$ cat src/rtl/core/ipvf_pkg.sv
package ipvf_pkg;

   // stream layout
   localparam int FRAME_HDR_BYTES = 14;
   localparam int IP_HDR_BYTES    = 20;
   localparam int HDR_BYTES       = FRAME_HDR_BYTES + IP_HDR_BYTES;

   // stream positions of the ip header fields that get rewritten or captured
   localparam int POS_TLEN_HI = FRAME_HDR_BYTES + 2;
   localparam int POS_TLEN_LO = FRAME_HDR_BYTES + 3;
   localparam int POS_FLAGS   = FRAME_HDR_BYTES + 6;
   localparam int POS_OFF_LO  = FRAME_HDR_BYTES + 7;
   localparam int POS_HDR_END = HDR_BYTES - 1;

   // byte position counter, saturating well past any payload
   localparam int POS_W = 17;
   localparam logic [POS_W-1:0] POS_MAX = {POS_W{1'b1}};

   // header store: two banks of 64 byte slots, 34 used in each
   localparam int HDR_IDX_W  = 6;
   localparam int MEM_ADDR_W = HDR_IDX_W + 1;
   localparam int MEM_DEPTH  = 2 ** MEM_ADDR_W;

   // work queue between front and back
   localparam int QUEUE_DEPTH = 4;
   localparam int QUEUE_AW    = $clog2(QUEUE_DEPTH);
   localparam int QUEUE_CW    = $clog2(QUEUE_DEPTH + 1);

   // pending header emissions per bank, never more than the queue holds
   localparam int BUSY_W = QUEUE_CW;

   localparam logic [15:0] MTU_RESET  = 16'd1514;
   localparam logic [15:0] MIN_FRAG   = 16'd8;
   localparam logic [7:0]  MF_BIT     = 8'h20;
   localparam logic [7:0]  FLAGS_MASK = 8'hE0;
   localparam int          OFF_W      = 13;

   // one queued unit of work: a payload byte, optionally preceded by a header
   typedef struct packed {
      logic        hdr;
      logic        bank;
      logic [15:0] tlen;
      logic [7:0]  flags_off_hi;
      logic [7:0]  off_lo;
      logic [7:0]  data;
      logic        eof;
      logic        eop;
   } work_type;

   typedef struct packed {
      logic                  en;
      logic [MEM_ADDR_W-1:0] addr;
      logic [7:0]            data;
   } store_wr_type;

   typedef struct packed {
      logic en;
      logic bank;
   } hdr_done_type;

   function automatic logic [15:0] frag_size(input logic [15:0] mtu);
      logic [15:0] d;
      d = 16'd0;
      if (mtu >= 16'(HDR_BYTES)) begin
         d = (mtu - 16'(HDR_BYTES)) & ~16'h7;
      end
      if (d < MIN_FRAG) begin
         d = MIN_FRAG;
      end
      return d;
   endfunction

endpackage

$ cat src/rtl/core/ipvf_req_if.sv
interface ipvf_req_if;
   logic       valid;
   logic       ready;
   logic [7:0] data_byte;
   logic       first;

   modport source (output valid, output data_byte, output first, input ready);
   modport sink   (input valid, input data_byte, input first, output ready);
endinterface

$ cat src/rtl/core/ipvf_rsp_if.sv
interface ipvf_rsp_if;
   logic       valid;
   logic       ready;
   logic [7:0] out_byte;
   logic       end_of_fragment;
   logic       end_of_packet;

   modport source (output valid, output out_byte, output end_of_fragment,
                   output end_of_packet, input ready);
   modport sink   (input valid, input out_byte, input end_of_fragment,
                   input end_of_packet, output ready);
endinterface

$ cat src/rtl/core/ipvf_front.sv
module ipvf_front
   import ipvf_pkg::*;
(
   input  logic          clock,
   input  logic          reset,
   ipvf_req_if.sink      req_ch,
   input  logic          csr_wr_en,
   input  logic [15:0]   csr_wr_data,
   input  logic          q_not_full,
   input  hdr_done_type  hdr_done,
   output logic          q_push,
   output work_type      q_item,
   output store_wr_type  store_wr
);

   logic [POS_W-1:0] pos_ff, pos_in, pos_eff;
   logic [15:0]      bif_ff, bif_in, bif_eff, bif_next;
   logic [15:0]      rem_ff, rem_in;
   logic [15:0]      fs_ff;
   logic [15:0]      tl_ff;
   logic [2:0]       flg_ff;
   logic [OFF_W-1:0] off_ff;
   logic             wb_ff, wb_in;
   logic [BUSY_W-1:0] busy_ff [2];
   logic [BUSY_W-1:0] busy_in [2];

   logic             accept, is_store, tgt_bank, stall, in_payload;
   logic [15:0]      p, size, tlen;
   logic             last_frag, eop, eof;
   logic [OFF_W-1:0] off;

   always_comb begin
      pos_eff  = req_ch.first ? '0 : pos_ff;
      bif_eff  = req_ch.first ? '0 : bif_ff;
      is_store = pos_eff < POS_W'(HDR_BYTES);
      tgt_bank = (pos_eff == '0) ? ~wb_ff : wb_ff;
      stall    = is_store && (busy_ff[tgt_bank] != '0);
      req_ch.ready = q_not_full && !stall;
      accept   = req_ch.valid && req_ch.ready;

      p         = 16'(pos_eff - POS_W'(HDR_BYTES));
      last_frag = rem_ff <= fs_ff;
      size      = last_frag ? rem_ff : fs_ff;
      tlen      = size + 16'(IP_HDR_BYTES);
      off       = off_ff + p[15:3];
      bif_next  = bif_eff + 16'd1;
      eop       = rem_ff == 16'd1;
      eof       = eop || (bif_next >= fs_ff);
      in_payload = !is_store && (rem_ff != '0);

      q_push              = accept && in_payload;
      q_item.hdr          = bif_eff == '0;
      q_item.bank         = wb_ff;
      q_item.tlen         = tlen;
      q_item.flags_off_hi = {flg_ff, 5'd0} | (last_frag ? 8'd0 : MF_BIT)
                            | {3'd0, off[OFF_W-1:8]};
      q_item.off_lo       = off[7:0];
      q_item.data         = req_ch.data_byte;
      q_item.eof          = eof;
      q_item.eop          = eop;

      store_wr.en   = accept && is_store;
      store_wr.addr = {tgt_bank, pos_eff[HDR_IDX_W-1:0]};
      store_wr.data = req_ch.data_byte;

      pos_in = pos_ff;
      bif_in = bif_ff;
      rem_in = rem_ff;
      wb_in  = wb_ff;
      if (accept) begin
         pos_in = (pos_eff == POS_MAX) ? pos_eff : pos_eff + POS_W'(1);
         bif_in = bif_eff;
         if (pos_eff == '0) begin
            wb_in = ~wb_ff;
         end
         if (pos_eff == POS_W'(POS_HDR_END)) begin
            bif_in = '0;
            rem_in = (tl_ff >= 16'(IP_HDR_BYTES)) ? tl_ff - 16'(IP_HDR_BYTES) : '0;
         end else if (in_payload) begin
            bif_in = eof ? '0 : bif_next;
            rem_in = rem_ff - 16'd1;
         end
      end

      for (int b = 0; b < 2; b++) begin
         busy_in[b] = busy_ff[b];
         if (q_push && q_item.hdr && (q_item.bank == 1'(b))) begin
            busy_in[b] = busy_in[b] + BUSY_W'(1);
         end
         if (hdr_done.en && (hdr_done.bank == 1'(b))) begin
            busy_in[b] = busy_in[b] - BUSY_W'(1);
         end
      end
   end

   always_ff @(posedge clock) begin
      if (reset) begin
         pos_ff     <= '0;
         bif_ff     <= '0;
         rem_ff     <= '0;
         wb_ff      <= 1'b0;
         fs_ff      <= frag_size(MTU_RESET);
         busy_ff[0] <= '0;
         busy_ff[1] <= '0;
      end else begin
         pos_ff     <= pos_in;
         bif_ff     <= bif_in;
         rem_ff     <= rem_in;
         wb_ff      <= wb_in;
         busy_ff[0] <= busy_in[0];
         busy_ff[1] <= busy_in[1];
         if (csr_wr_en) begin
            fs_ff <= frag_size(csr_wr_data);
         end
      end
   end

   // captured ip header fields
   always_ff @(posedge clock) begin
      if (accept) begin
         if (pos_eff == POS_W'(POS_TLEN_HI)) begin
            tl_ff[15:8] <= req_ch.data_byte;
         end
         if (pos_eff == POS_W'(POS_TLEN_LO)) begin
            tl_ff[7:0] <= req_ch.data_byte;
         end
         if (pos_eff == POS_W'(POS_FLAGS)) begin
            flg_ff           <= req_ch.data_byte[7:5];
            off_ff[OFF_W-1:8] <= req_ch.data_byte[4:0];
         end
         if (pos_eff == POS_W'(POS_OFF_LO)) begin
            off_ff[7:0] <= req_ch.data_byte;
         end
      end
   end

endmodule

$ cat src/rtl/core/ipvf_queue.sv
module ipvf_queue
   import ipvf_pkg::*;
(
   input  logic     clock,
   input  logic     reset,
   input  logic     push,
   input  work_type push_item,
   input  logic     pop,
   output work_type head,
   output logic     not_empty,
   output logic     not_full
);

   work_type              slot_ff [QUEUE_DEPTH];
   logic [QUEUE_AW-1:0]   wr_ptr_ff, rd_ptr_ff;
   logic [QUEUE_CW-1:0]   count_ff, count_in;

   always_comb begin
      not_empty = count_ff != '0;
      not_full  = count_ff != QUEUE_CW'(QUEUE_DEPTH);
      head      = slot_ff[rd_ptr_ff];
      count_in  = count_ff;
      if (push && !pop) begin
         count_in = count_ff + QUEUE_CW'(1);
      end else if (pop && !push) begin
         count_in = count_ff - QUEUE_CW'(1);
      end
   end

   always_ff @(posedge clock) begin
      if (reset) begin
         wr_ptr_ff <= '0;
         rd_ptr_ff <= '0;
         count_ff  <= '0;
      end else begin
         count_ff <= count_in;
         if (push) begin
            wr_ptr_ff <= wr_ptr_ff + QUEUE_AW'(1);
         end
         if (pop) begin
            rd_ptr_ff <= rd_ptr_ff + QUEUE_AW'(1);
         end
      end
   end

   always_ff @(posedge clock) begin
      if (push) begin
         slot_ff[wr_ptr_ff] <= push_item;
      end
   end

endmodule

$ cat src/rtl/core/ipvf_back.sv
module ipvf_back
   import ipvf_pkg::*;
(
   input  logic          clock,
   input  logic          reset,
   input  store_wr_type  store_wr,
   input  work_type      head,
   input  logic          q_not_empty,
   output logic          q_pop,
   output hdr_done_type  hdr_done,
   ipvf_rsp_if.source    rsp_ch
);

   logic [7:0] hdr_mem [MEM_DEPTH];
   logic [7:0] mem_rd_ff;

   logic [HDR_IDX_W-1:0] hcnt_ff, hcnt_in;

   logic       s1_valid_ff, s1_valid_in;
   logic       s1_from_mem_ff, s1_from_mem_in;
   logic [7:0] s1_byte_ff, s1_byte_in;
   logic       s1_eof_ff, s1_eof_in;
   logic       s1_eop_ff, s1_eop_in;

   logic       out_valid_ff;
   logic [7:0] out_byte_ff;
   logic       out_eof_ff, out_eop_ff;

   logic       out_adv, s1_adv, take, in_hdr, mem_rd_en;
   logic [MEM_ADDR_W-1:0] mem_rd_addr;

   always_comb begin
      out_adv = !out_valid_ff || rsp_ch.ready;
      s1_adv  = !s1_valid_ff || out_adv;
      take    = s1_adv && q_not_empty;
      in_hdr  = head.hdr && (hcnt_ff < HDR_IDX_W'(HDR_BYTES));

      mem_rd_addr    = {head.bank, hcnt_ff};
      mem_rd_en      = take && in_hdr;
      q_pop          = take && !in_hdr;
      hdr_done.en    = q_pop && head.hdr;
      hdr_done.bank  = head.bank;

      hcnt_in        = hcnt_ff;
      s1_valid_in    = s1_valid_ff;
      s1_from_mem_in = s1_from_mem_ff;
      s1_byte_in     = s1_byte_ff;
      s1_eof_in      = s1_eof_ff;
      s1_eop_in      = s1_eop_ff;

      if (s1_adv) begin
         s1_valid_in = q_not_empty;
      end
      if (take) begin
         if (in_hdr) begin
            hcnt_in        = hcnt_ff + HDR_IDX_W'(1);
            s1_from_mem_in = 1'b0;
            s1_eof_in      = 1'b0;
            s1_eop_in      = 1'b0;
            // rewritten ip header fields, the rest comes from the store
            unique case (hcnt_ff)
               HDR_IDX_W'(POS_TLEN_HI): s1_byte_in = head.tlen[15:8];
               HDR_IDX_W'(POS_TLEN_LO): s1_byte_in = head.tlen[7:0];
               HDR_IDX_W'(POS_FLAGS):   s1_byte_in = head.flags_off_hi;
               HDR_IDX_W'(POS_OFF_LO):  s1_byte_in = head.off_lo;
               default: begin
                  s1_byte_in     = head.data;
                  s1_from_mem_in = 1'b1;
               end
            endcase
         end else begin
            hcnt_in        = '0;
            s1_from_mem_in = 1'b0;
            s1_byte_in     = head.data;
            s1_eof_in      = head.eof;
            s1_eop_in      = head.eop;
         end
      end
   end

   always_ff @(posedge clock) begin
      if (store_wr.en) begin
         hdr_mem[store_wr.addr] <= store_wr.data;
      end
      if (mem_rd_en) begin
         mem_rd_ff <= hdr_mem[mem_rd_addr];
      end
   end

   always_ff @(posedge clock) begin
      if (reset) begin
         hcnt_ff      <= '0;
         s1_valid_ff  <= 1'b0;
         out_valid_ff <= 1'b0;
      end else begin
         hcnt_ff     <= hcnt_in;
         s1_valid_ff <= s1_valid_in;
         if (out_adv) begin
            out_valid_ff <= s1_valid_ff;
         end
      end
   end

   always_ff @(posedge clock) begin
      s1_from_mem_ff <= s1_from_mem_in;
      s1_byte_ff     <= s1_byte_in;
      s1_eof_ff      <= s1_eof_in;
      s1_eop_ff      <= s1_eop_in;
      if (out_adv) begin
         out_byte_ff <= s1_from_mem_ff ? mem_rd_ff : s1_byte_ff;
         out_eof_ff  <= s1_eof_ff;
         out_eop_ff  <= s1_eop_ff;
      end
   end

   assign rsp_ch.valid           = out_valid_ff;
   assign rsp_ch.out_byte        = out_byte_ff;
   assign rsp_ch.end_of_fragment = out_eof_ff;
   assign rsp_ch.end_of_packet   = out_eop_ff;

endmodule

$ cat src/rtl/core/ipv4_fragmenter.sv
// ipv4 fragmenter: takes one packet word (byte) per cycle on req_ch unless stalled,
// a 14-byte link header, a 20-byte ipv4 header without options, then payload; first
// marks the first link header word of a packet. the payload leaves on rsp_ch cut
// into fragments of (mtu - 34) rounded down to a multiple of 8 (at least 8), each
// preceded by the link header and an ip header with new total length, fragment
// offset and MF; the header checksum passes through unchanged. mtu is written
// through csr_wr_en / csr_wr_data (reset value 1514); the user must write it only
// while the block is idle, the block itself does not enforce this. rate: the
// output side sends one word per cycle while the receiver is ready, and each
// fragment adds 34 header words to the output. a 4-entry work queue parts the
// input from the output, and headers live in a two-bank store; the input stalls
// on any word while the queue is full, and on a header word while the bank it
// would overwrite still has fragment headers waiting to go out. a payload word
// passes the queue, s1 and the output register on its way out. no clearing pass.
module ipv4_fragmenter
   import ipvf_pkg::*;
(
   input  logic        clock,
   input  logic        reset,
   ipvf_req_if.sink    req_ch,
   ipvf_rsp_if.source  rsp_ch,
   input  logic        csr_wr_en,
   input  logic [15:0] csr_wr_data
);

   // front to queue
   logic         q_push;
   work_type     q_item;
   logic         q_not_full;

   // queue to back
   work_type     q_head;
   logic         q_not_empty;
   logic         q_pop;

   // header store writes and per-bank release
   store_wr_type store_wr;
   hdr_done_type hdr_done;

   // front: position tracking, header capture, fragment bookkeeping
   ipvf_front u_front (
      .clock       (clock),
      .reset       (reset),
      .req_ch      (req_ch),
      .csr_wr_en   (csr_wr_en),
      .csr_wr_data (csr_wr_data),
      .q_not_full  (q_not_full),
      .hdr_done    (hdr_done),
      .q_push      (q_push),
      .q_item      (q_item),
      .store_wr    (store_wr)
   );

   // work queue, one entry per payload word to send
   ipvf_queue u_queue (
      .clock     (clock),
      .reset     (reset),
      .push      (q_push),
      .push_item (q_item),
      .pop       (q_pop),
      .head      (q_head),
      .not_empty (q_not_empty),
      .not_full  (q_not_full)
   );

   // back: header store, header replay and output register
   ipvf_back u_back (
      .clock       (clock),
      .reset       (reset),
      .store_wr    (store_wr),
      .head        (q_head),
      .q_not_empty (q_not_empty),
      .q_pop       (q_pop),
      .hdr_done    (hdr_done),
      .rsp_ch      (rsp_ch)
   );

endmodule

$ cat src/flat_wrapper.sv
// flat-port wrapper written by rule: the top's interface ports become plain ports
module ipv4_fragmenter_flat import ipvf_pkg::*;
  (clock, reset, csr_wr_en, csr_wr_data, req_ch_valid, req_ch_data_byte, req_ch_first, req_ch_ready, rsp_ch_valid, rsp_ch_out_byte, rsp_ch_end_of_fragment, rsp_ch_end_of_packet, rsp_ch_ready);
  ipvf_req_if req_ch_i ();
  ipvf_rsp_if rsp_ch_i ();
  input  logic clock;
  input  logic reset;
  input  logic csr_wr_en;
  input  logic [15:0] csr_wr_data;
  input wire logic [$bits(req_ch_i.valid)-1:0] req_ch_valid;
  input wire logic [$bits(req_ch_i.data_byte)-1:0] req_ch_data_byte;
  input wire logic [$bits(req_ch_i.first)-1:0] req_ch_first;
  output wire logic [$bits(req_ch_i.ready)-1:0] req_ch_ready;
  output wire logic [$bits(rsp_ch_i.valid)-1:0] rsp_ch_valid;
  output wire logic [$bits(rsp_ch_i.out_byte)-1:0] rsp_ch_out_byte;
  output wire logic [$bits(rsp_ch_i.end_of_fragment)-1:0] rsp_ch_end_of_fragment;
  output wire logic [$bits(rsp_ch_i.end_of_packet)-1:0] rsp_ch_end_of_packet;
  input wire logic [$bits(rsp_ch_i.ready)-1:0] rsp_ch_ready;
  assign req_ch_i.valid = req_ch_valid;
  assign req_ch_i.data_byte = req_ch_data_byte;
  assign req_ch_i.first = req_ch_first;
  assign req_ch_ready = req_ch_i.ready;
  assign rsp_ch_valid = rsp_ch_i.valid;
  assign rsp_ch_out_byte = rsp_ch_i.out_byte;
  assign rsp_ch_end_of_fragment = rsp_ch_i.end_of_fragment;
  assign rsp_ch_end_of_packet = rsp_ch_i.end_of_packet;
  assign rsp_ch_i.ready = rsp_ch_ready;
  ipv4_fragmenter u_core (.clock(clock), .reset(reset), .req_ch(req_ch_i), .rsp_ch(rsp_ch_i), .csr_wr_en(csr_wr_en), .csr_wr_data(csr_wr_data));
endmodule
$ cat config.mk
export PLATFORM = sky130hd
export DESIGN_NAME = ipv4_fragmenter_flat
export DESIGN_NICKNAME = d
export VERILOG_FILES = /design/src/rtl/core/ipvf_pkg.sv /design/src/rtl/core/ipvf_req_if.sv /design/src/rtl/core/ipvf_rsp_if.sv /design/src/rtl/core/ipvf_front.sv /design/src/rtl/core/ipvf_queue.sv /design/src/rtl/core/ipvf_back.sv /design/src/rtl/core/ipv4_fragmenter.sv /design/src/flat_wrapper.sv
export SDC_FILE = /design/constraint.sdc
export NUM_CORES = 2
export LEC_CHECK = 0
export ABC_AREA = 1
export BUFFER_PORTS_ARGS = -buffer_cell sky130_fd_sc_hd__buf_2
export CAP_MARGIN = 20
export CORE_AREA = 2 2 357 359
export CTS_CLUSTER_DIAMETER = 30
export DETAILED_ROUTE_END_ITERATION = 7
export DIE_AREA = 0 0 359 361
export GPL_TIMING_DRIVEN = 1
export PLACE_DENSITY_LB_ADDON = 0.25
export SLEW_MARGIN = 10
export SYNTH_ARGS = -nofsm -noshare
export SYNTH_HDL_FRONTEND = slang
export SYNTH_SLANG_ARGS = --single-unit
$ cat constraint.sdc
create_clock -name clock -period 6.1 [get_ports clock]
set_clock_uncertainty 0.1 [all_clocks]
set_input_delay 1.83 -clock clock [delete_from_list [all_inputs] [get_ports clock]]
set_output_delay 1.83 -clock clock [all_outputs]
set_load 0.03 [all_outputs]
== Word level (Yosys, flattened, before mapping) ==
Memories as Yosys holds them, arrays and structs flattened. A register that Yosys moved wholly into a read port is not among the register bits.
Index checks and enable logic that the tools add are counted.

* Output and inout port bits: 12
* Bits in writable memories: 1206
* Input port bits: 30
* Flip-flop bits (word level): 134
* Memories: 3
* Word-level logic and storage cells: 147

{| class="wikitable"
|+ Memory list
! name !! depth !! bits a word !! read ports !! clocked after memory_dff !! write ports !! RTL line !! text
|-
| u_core.u_back.hdr_mem || 128 || 8 || 1 || 1 || 1 || ipvf_back.sv:14 || <nowiki>logic [7:0] hdr_mem [MEM_DEPTH];</nowiki>
|-
| u_core.u_queue.slot_ff || 4 || 44 || 1 || 1 || 1 || ipvf_queue.sv:14 || <nowiki>work_type slot_ff [QUEUE_DEPTH];</nowiki>
|-
| u_core.u_front.busy_ff || 2 || 3 || 3 || 0 || 2 || ipvf_front.sv:24 || <nowiki>logic [BUSY_W-1:0] busy_ff [2];</nowiki>
|}

* Magnitude comparators: 7
* Add/subtract/negate cells: 17
* Muxes and demuxes: 38
* Bitwise operators: 6
* Eq/ne operators: 12
* Reductions and logical operators: 41

{| class="wikitable"
|+ Operator list
! operator !! number
|-
| $mux W16 || 12
|-
| $eq A17 B5 Y1 const B || 4
|-
| $mux W17 || 2
|-
| $pmux W8 S4 || 1
|-
| $sub A16 B6 Y16 const B || 2
|-
| $eq A6 B5 Y1 const B || 4
|-
| $mux W3 || 8
|-
| $logic_and A1 B1 Y1 || 18
|-
| $add A17 B1 Y17 const B || 1
|-
| $eq A17 B17 Y1 const B || 1
|-
| $eq A17 B6 Y1 const B || 1
|-
| $logic_not A17 Y1 || 1
|-
| $lt A17 B6 Y1 const B || 1
|-
| $add A16 B1 Y16 const B || 1
|-
| $add A16 B5 Y16 const B || 1
|-
| $eq A16 B1 Y1 const B || 1
|-
| $ge A16 B16 Y1 || 1
|-
| $ge A16 B5 Y1 const B || 1
|-
| $ge A16 B6 Y1 const B || 1
|-
| $le A16 B16 Y1 || 1
|-
| $logic_not A16 Y1 || 1
|-
| $lt A16 B4 Y1 const B || 1
|-
| $mux W8 || 2
|-
| $reduce_bool A16 Y1 || 1
|-
| 22 further kinds || 53
|}

== Longest topological paths before layout ==
An unclocked memory read counts as a cell.

* Depth after elaboration: 16
* Depth in mapped cells: 25
* Depth with buffers taken out: 23

== Hierarchy ==
Synthesis repeated with hierarchy kept, for this count alone.

* Cell total of the unflattened synthesis: 6191
* Area total of the unflattened synthesis: 61177.4 um^2

{| class="wikitable"
|+ By module, submodules not included
! module !! sequential area each (um^2) !! instances !! cells each !! area an instance (um^2)
|-
| ipvf_back || 31780.5 || 1 || 4316 || 45302.2
|-
| ipvf_front || 2342.2 || 1 || 1391 || 8819.7
|-
| ipvf_queue || 5465.2 || 1 || 484 || 7055.5
|}

== Worst setup path after synthesis ==
Ideal clock, no wire load.

* Path kind: in2reg
* From: input req_ch_first
* To: memory u_core.u_queue.slot_ff[0][0] (netlist name) (enable)
* Required time: 5.554 ns
* Arrival time: 5.282 ns
* Stages: 14
* Path slack: 0.272 ns
* Path buffers: 2
* Library setup time: 0.446 ns
* Path through: buf_6 > buf_2 > nor2_1 > inv_1 > ha_1 > inv_1 > nor2_1 > nand2_1 > nor2_1 > nand3_1 > nand3_2 > nand3_4 > nand4_4 > nor2_1

* Longest elaborated chain between the ends: 12
* Elaborated cells between the ends (all ways): 15
* Classes of those cells: order compare: 1; mux: 4; reduce/logical: 9; memory: 1

{| class="wikitable"
|+ RTL lines
! item !! RTL line !! text
|-
| from (decl) || flat_wrapper.sv:12 || <nowiki>input wire logic [$bits(req_ch_i.first)-1:0] req_ch_first;</nowiki>
|-
| $mux W17 (*) || ipvf_front.sv:33 || <nowiki>pos_eff = req_ch.first ? '0 : pos_ff;</nowiki>
|-
| $logic_not A17 Y1 || ipvf_front.sv:36 || <nowiki>tgt_bank = (pos_eff == '0) ? ~wb_ff : wb_ff;</nowiki>
|-
| $mux W1 || ipvf_front.sv:36 ||
|-
| $mem_v2 Z2 W3 || n/a ||
|-
| $reduce_bool A3 Y1 || ipvf_front.sv:37 || <nowiki>stall = is_store && (busy_ff[tgt_bank] != '0);</nowiki>
|-
| $logic_and A1 B1 Y1 || ipvf_front.sv:37 ||
|-
| $logic_not A1 Y1 || ipvf_front.sv:38 || <nowiki>req_ch.ready = q_not_full && !stall;</nowiki>
|-
| $logic_and A1 B1 Y1 || ipvf_front.sv:38 ||
|-
| $logic_and A1 B1 Y1 || ipvf_front.sv:39 || <nowiki>accept = req_ch.valid && req_ch.ready;</nowiki>
|-
| $logic_and A1 B1 Y1 (*) || ipvf_front.sv:51 || <nowiki>q_push = accept && in_payload;</nowiki>
|-
| $mux W1 (*) || ipvf_queue.sv:47 || <nowiki>if (push) begin</nowiki>
|-
| $mux W1 (not written as such) (*) || ipvf_queue.sv:48 || <nowiki>slot_ff[wr_ptr_ff] <= push_item;</nowiki>
|-
| to (decl) || ipvf_queue.sv:14 ||
|}

Mark *: on every way between the ends. The rest lies on a longest branch, timed or not.

== Final worst setup path ==
* From: input req_ch_first
* To: output req_ch_ready

* Longest elaborated chain between the ends: 8
* Elaborated cells between the ends (all ways): 9
* Classes of those cells: order compare: 1; mux: 2; reduce/logical: 5; memory: 1

{| class="wikitable"
|+ RTL lines
! item !! RTL line !! text
|-
| $mux W17 (*) || ipvf_front.sv:33 ||
|-
| $logic_not A17 Y1 || ipvf_front.sv:36 ||
|-
| $mux W1 || ipvf_front.sv:36 ||
|-
| $mem_v2 Z2 W3 || n/a ||
|-
| $reduce_bool A3 Y1 || ipvf_front.sv:37 ||
|-
| $logic_and A1 B1 Y1 (*) || ipvf_front.sv:37 ||
|-
| $logic_not A1 Y1 (*) || ipvf_front.sv:38 ||
|-
| $logic_and A1 B1 Y1 (*) || ipvf_front.sv:38 ||
|-
| to (decl) || flat_wrapper.sv:13 || <nowiki>output wire logic [$bits(req_ch_i.ready)-1:0] req_ch_ready;</nowiki>
|}

Marked as above.

==> metrics.txt <==
status=completed; min-delay worst type=reg -> reg; CTS tree=yes; initial antenna violation count=0; flops & latches, synth=around 1,300; share of post-route cells with drive strength above 1=12.2%; number of global-route vias before repair=38,200; worst skew pair latency=0.89 ns; post-synthesis sequential area ratio=between 70% and 80%; Final Critical Period=5.74 ns; WP buf/inv=5; Horiz. Die Dim=359 um; max layer used=met4; crit path kind=in -> out; Clock Tree Buf Depth=4; commonest non-fill, non-tap cell in the layout=edfxtp_1; CTS Buf Count=298; Hold Crit Start=u_core.u_back.s1_eop_ff$_SDFFCE_PP0P_; period utilization=94.1%; Antenna Nets Post-Route=0; Main synth FF type=edfxtp_1; die footprint=0.130 mm^2; Nets=5,508; Ports=42; Clk pin slew, worst setup/hold paths=0.05 ns; Global Route Usage Sum=21.7%; largest net degree at the start of global routing=213; Post-synth ARST share=0%; relative max-transition margin=19.4%; critical path arrival=3.81 ns; unrepaired setup endpoints after global routing=false; DR DRC count=0; Final Max Slew Viols=0; vias per cell=roughly 5.3; max_cap viols=0; Max Clock Freq=between 150 and 200 MHz; CP required=4.17 ns; Leak Pwr=25.8 nW; Iteration-0 DRC Markers=3,726; CP endpoint kind=output port; clock sinks=1,347; antenna cells=0; post-CTS setup buffers=0; measured slew at the worst slew-check pin=1.20 ns; Std-Cell Rows=130; Mapped Area=0.0563 mm^2; Initial Utilization=approximately 45%; reg2reg start=u_core.u_back.hcnt_ff[2]$_SDFFE_PP0P_; first-pass GRT wire length=218,000 um; root buf cell=clkbuf_16; cell count after synthesis=4,731; CP max-delay cell=buf_2; DR pass1 iterations=5; Post-synth EDFFs=1,261; Synth cell types=57; Syn. warnings=0; Core Area=0.125 mm^2; crit path from=req_ch_first; setup ws final=roughly 0.36 ns; max incr delay on CP=0.25 ns; HPWL Detailed=78,900 um; met3 wire len=9170 um; die height=around 360 um; pwr dens=485 mW/mm^2; CP cell instances=buf_2 -> inv_4 -> nand2_4 -> inv_1 -> nor2_2 -> nand2_2 -> nand2_2 -> nand3_2 -> nor2_4 -> nand3_4 -> nand2_1 -> inv_1 -> buf_2; post-synthesis area per instance=11.9 um^2; Crit Path Max Fanout=25; Worst setup SP type=input port; RD Place Congestion=0.879; Final Hold Fails=0; Routed wire per std cell=19.5 um; I/O Buffers=40; DR vias=38,800; hold_buf cts=0; wl on met1=59,800 um; met2 wire len=68,600 um; H-tree lvl count=5; commonest cells after routing, fill and taps aside=edfxtp_1, nor2_1, o21ai_0, conb_1, nand2_1; grt ovf=0; WL final=roughly 140,000 um; synth-to-layout area growth=24.8%; worst vdd ir=0.000373 V; number of gates resized after CTS=0; setup slack at placement=around 0.31 ns; Sum Neg Setup Slack=0 ns; Setup-failing EPs final=0; Top Family by Delay on Critical Path=simple AND/OR/NAND/NOR gates
[per-layer routing]
| layer | vias up | track usage (%) |
|---|---|---|
| met3 | 292 | 3.43 |
| met1 | 18900 | 28.6 |
| met2 | 1288 | 36.2 |
| li1 | 18300 | - |
| met4 | 0 | 8.68 |
| met5 | - | 0 |
[flip-flops by register name, summed over array words and instances (netlist names), 2 cells and up, named ones only]
| register | count |
|---|---|
| u_core.u_back.hdr_mem | 1024 |
| u_core.u_queue.slot_ff | 176 |
| u_core.u_front.pos_ff | 17 |
| u_core.u_front.bif_ff | 16 |
| u_core.u_front.rem_ff | 16 |
| u_core.u_front.tl_ff | 16 |
| u_core.u_front.fs_ff | 13 |
| u_core.u_front.off_ff | 13 |
| u_core.u_back.mem_rd_ff | 8 |
| u_core.u_back.rsp_ch.out_byte | 8 |
| u_core.u_back.s1_byte_ff | 8 |
| u_core.u_back.hcnt_ff | 6 |
| u_core.u_front.busy_ff | 6 |
| u_core.u_front.flg_ff | 3 |
| u_core.u_queue.count_ff | 3 |
| u_core.u_queue.rd_ptr_ff | 2 |
| u_core.u_queue.wr_ptr_ff | 2 |
[Yosys cell counts, drive strengths merged (60+ instances only)]
library cell	instances	share of area (%)
dfxtp	86	3.1
nor2	833	5.7
ha	60	1.3
inv	209	1.4
o22ai	206	2.3
nand2	457	3.1
clkbuf	243	1.6
a21oi	134	1.2
nand3	152	1.5
o21ai	667	5.9
o221ai	89	1.4
edfxtp	1261	67
[cells by family after synthesis]
logic type      after synthesis  share of synthesized area (%)
simple gates               1555                           11.5
fa+ha+maj                    62                           1.40
mux                           8                          0.160
compound gates             1209                           12.3
xor+xnor                     66                           1.03
other cells                   1                        0.00666
buf+inv                     483                           3.31
flops                      1347                           70.3
[area by class of cell]
class,instances,area (um^2)
clock buffer,345,7730
clock inverter,176,2010
fill,10300,55100
inverter,213,816
multi-input combinational,3380,16700
sequential,1347,39600
tap,1650,2060
timing repair buffer,176,1350
[per-stage QoR]
| stage | instances | hold slack [ns] | utilization (%) | instance area, um^2 | power (mW) |
|---|---|---|---|---|---|
| final | 7287 | 0.338 | 56.1 | 70300 | 34.1 |
| after global routing | 7287 | 0.346 | 56.1 | 70300 | 35.6 |
| after CTS | 7286 | 0.333 | 56.0 | 70300 | 34.3 |
| after detailed placement | 6765 | 0.314 | 48.3 | 60500 | 18.7 |
| after global placement | 6765 | 0.321 | 48.3 | 60500 | 18.6 |
| after floorplan | 5210 | 0.300 | - | 58100 | 16.5 |
[path summary, 6_finish.rpt]
check	slack, ns	end	cells past startpoint
max	0.36	req_ch_ready	13
min	0.34	u_core.u_back.rsp_ch.end_of_packet$_DFFE_PP_	0
max reg2reg	2.08	u_core.u_back.mem_rd_ff[1]$_DFFE_PP_	9
min reg2reg	0.34	u_core.u_back.rsp_ch.end_of_packet$_DFFE_PP_	0
[where the power goes]
| part | internal, mW | total, mW | switching (mW) |
|---|---|---|---|
| clock network | 10.6 | 15.5 | 4.85 |
| logic | 1.93 | 7.02 | 5.10 |
| registers | 11.3 | 11.6 | 0.312 |
(Power assumes the default switching activity.)
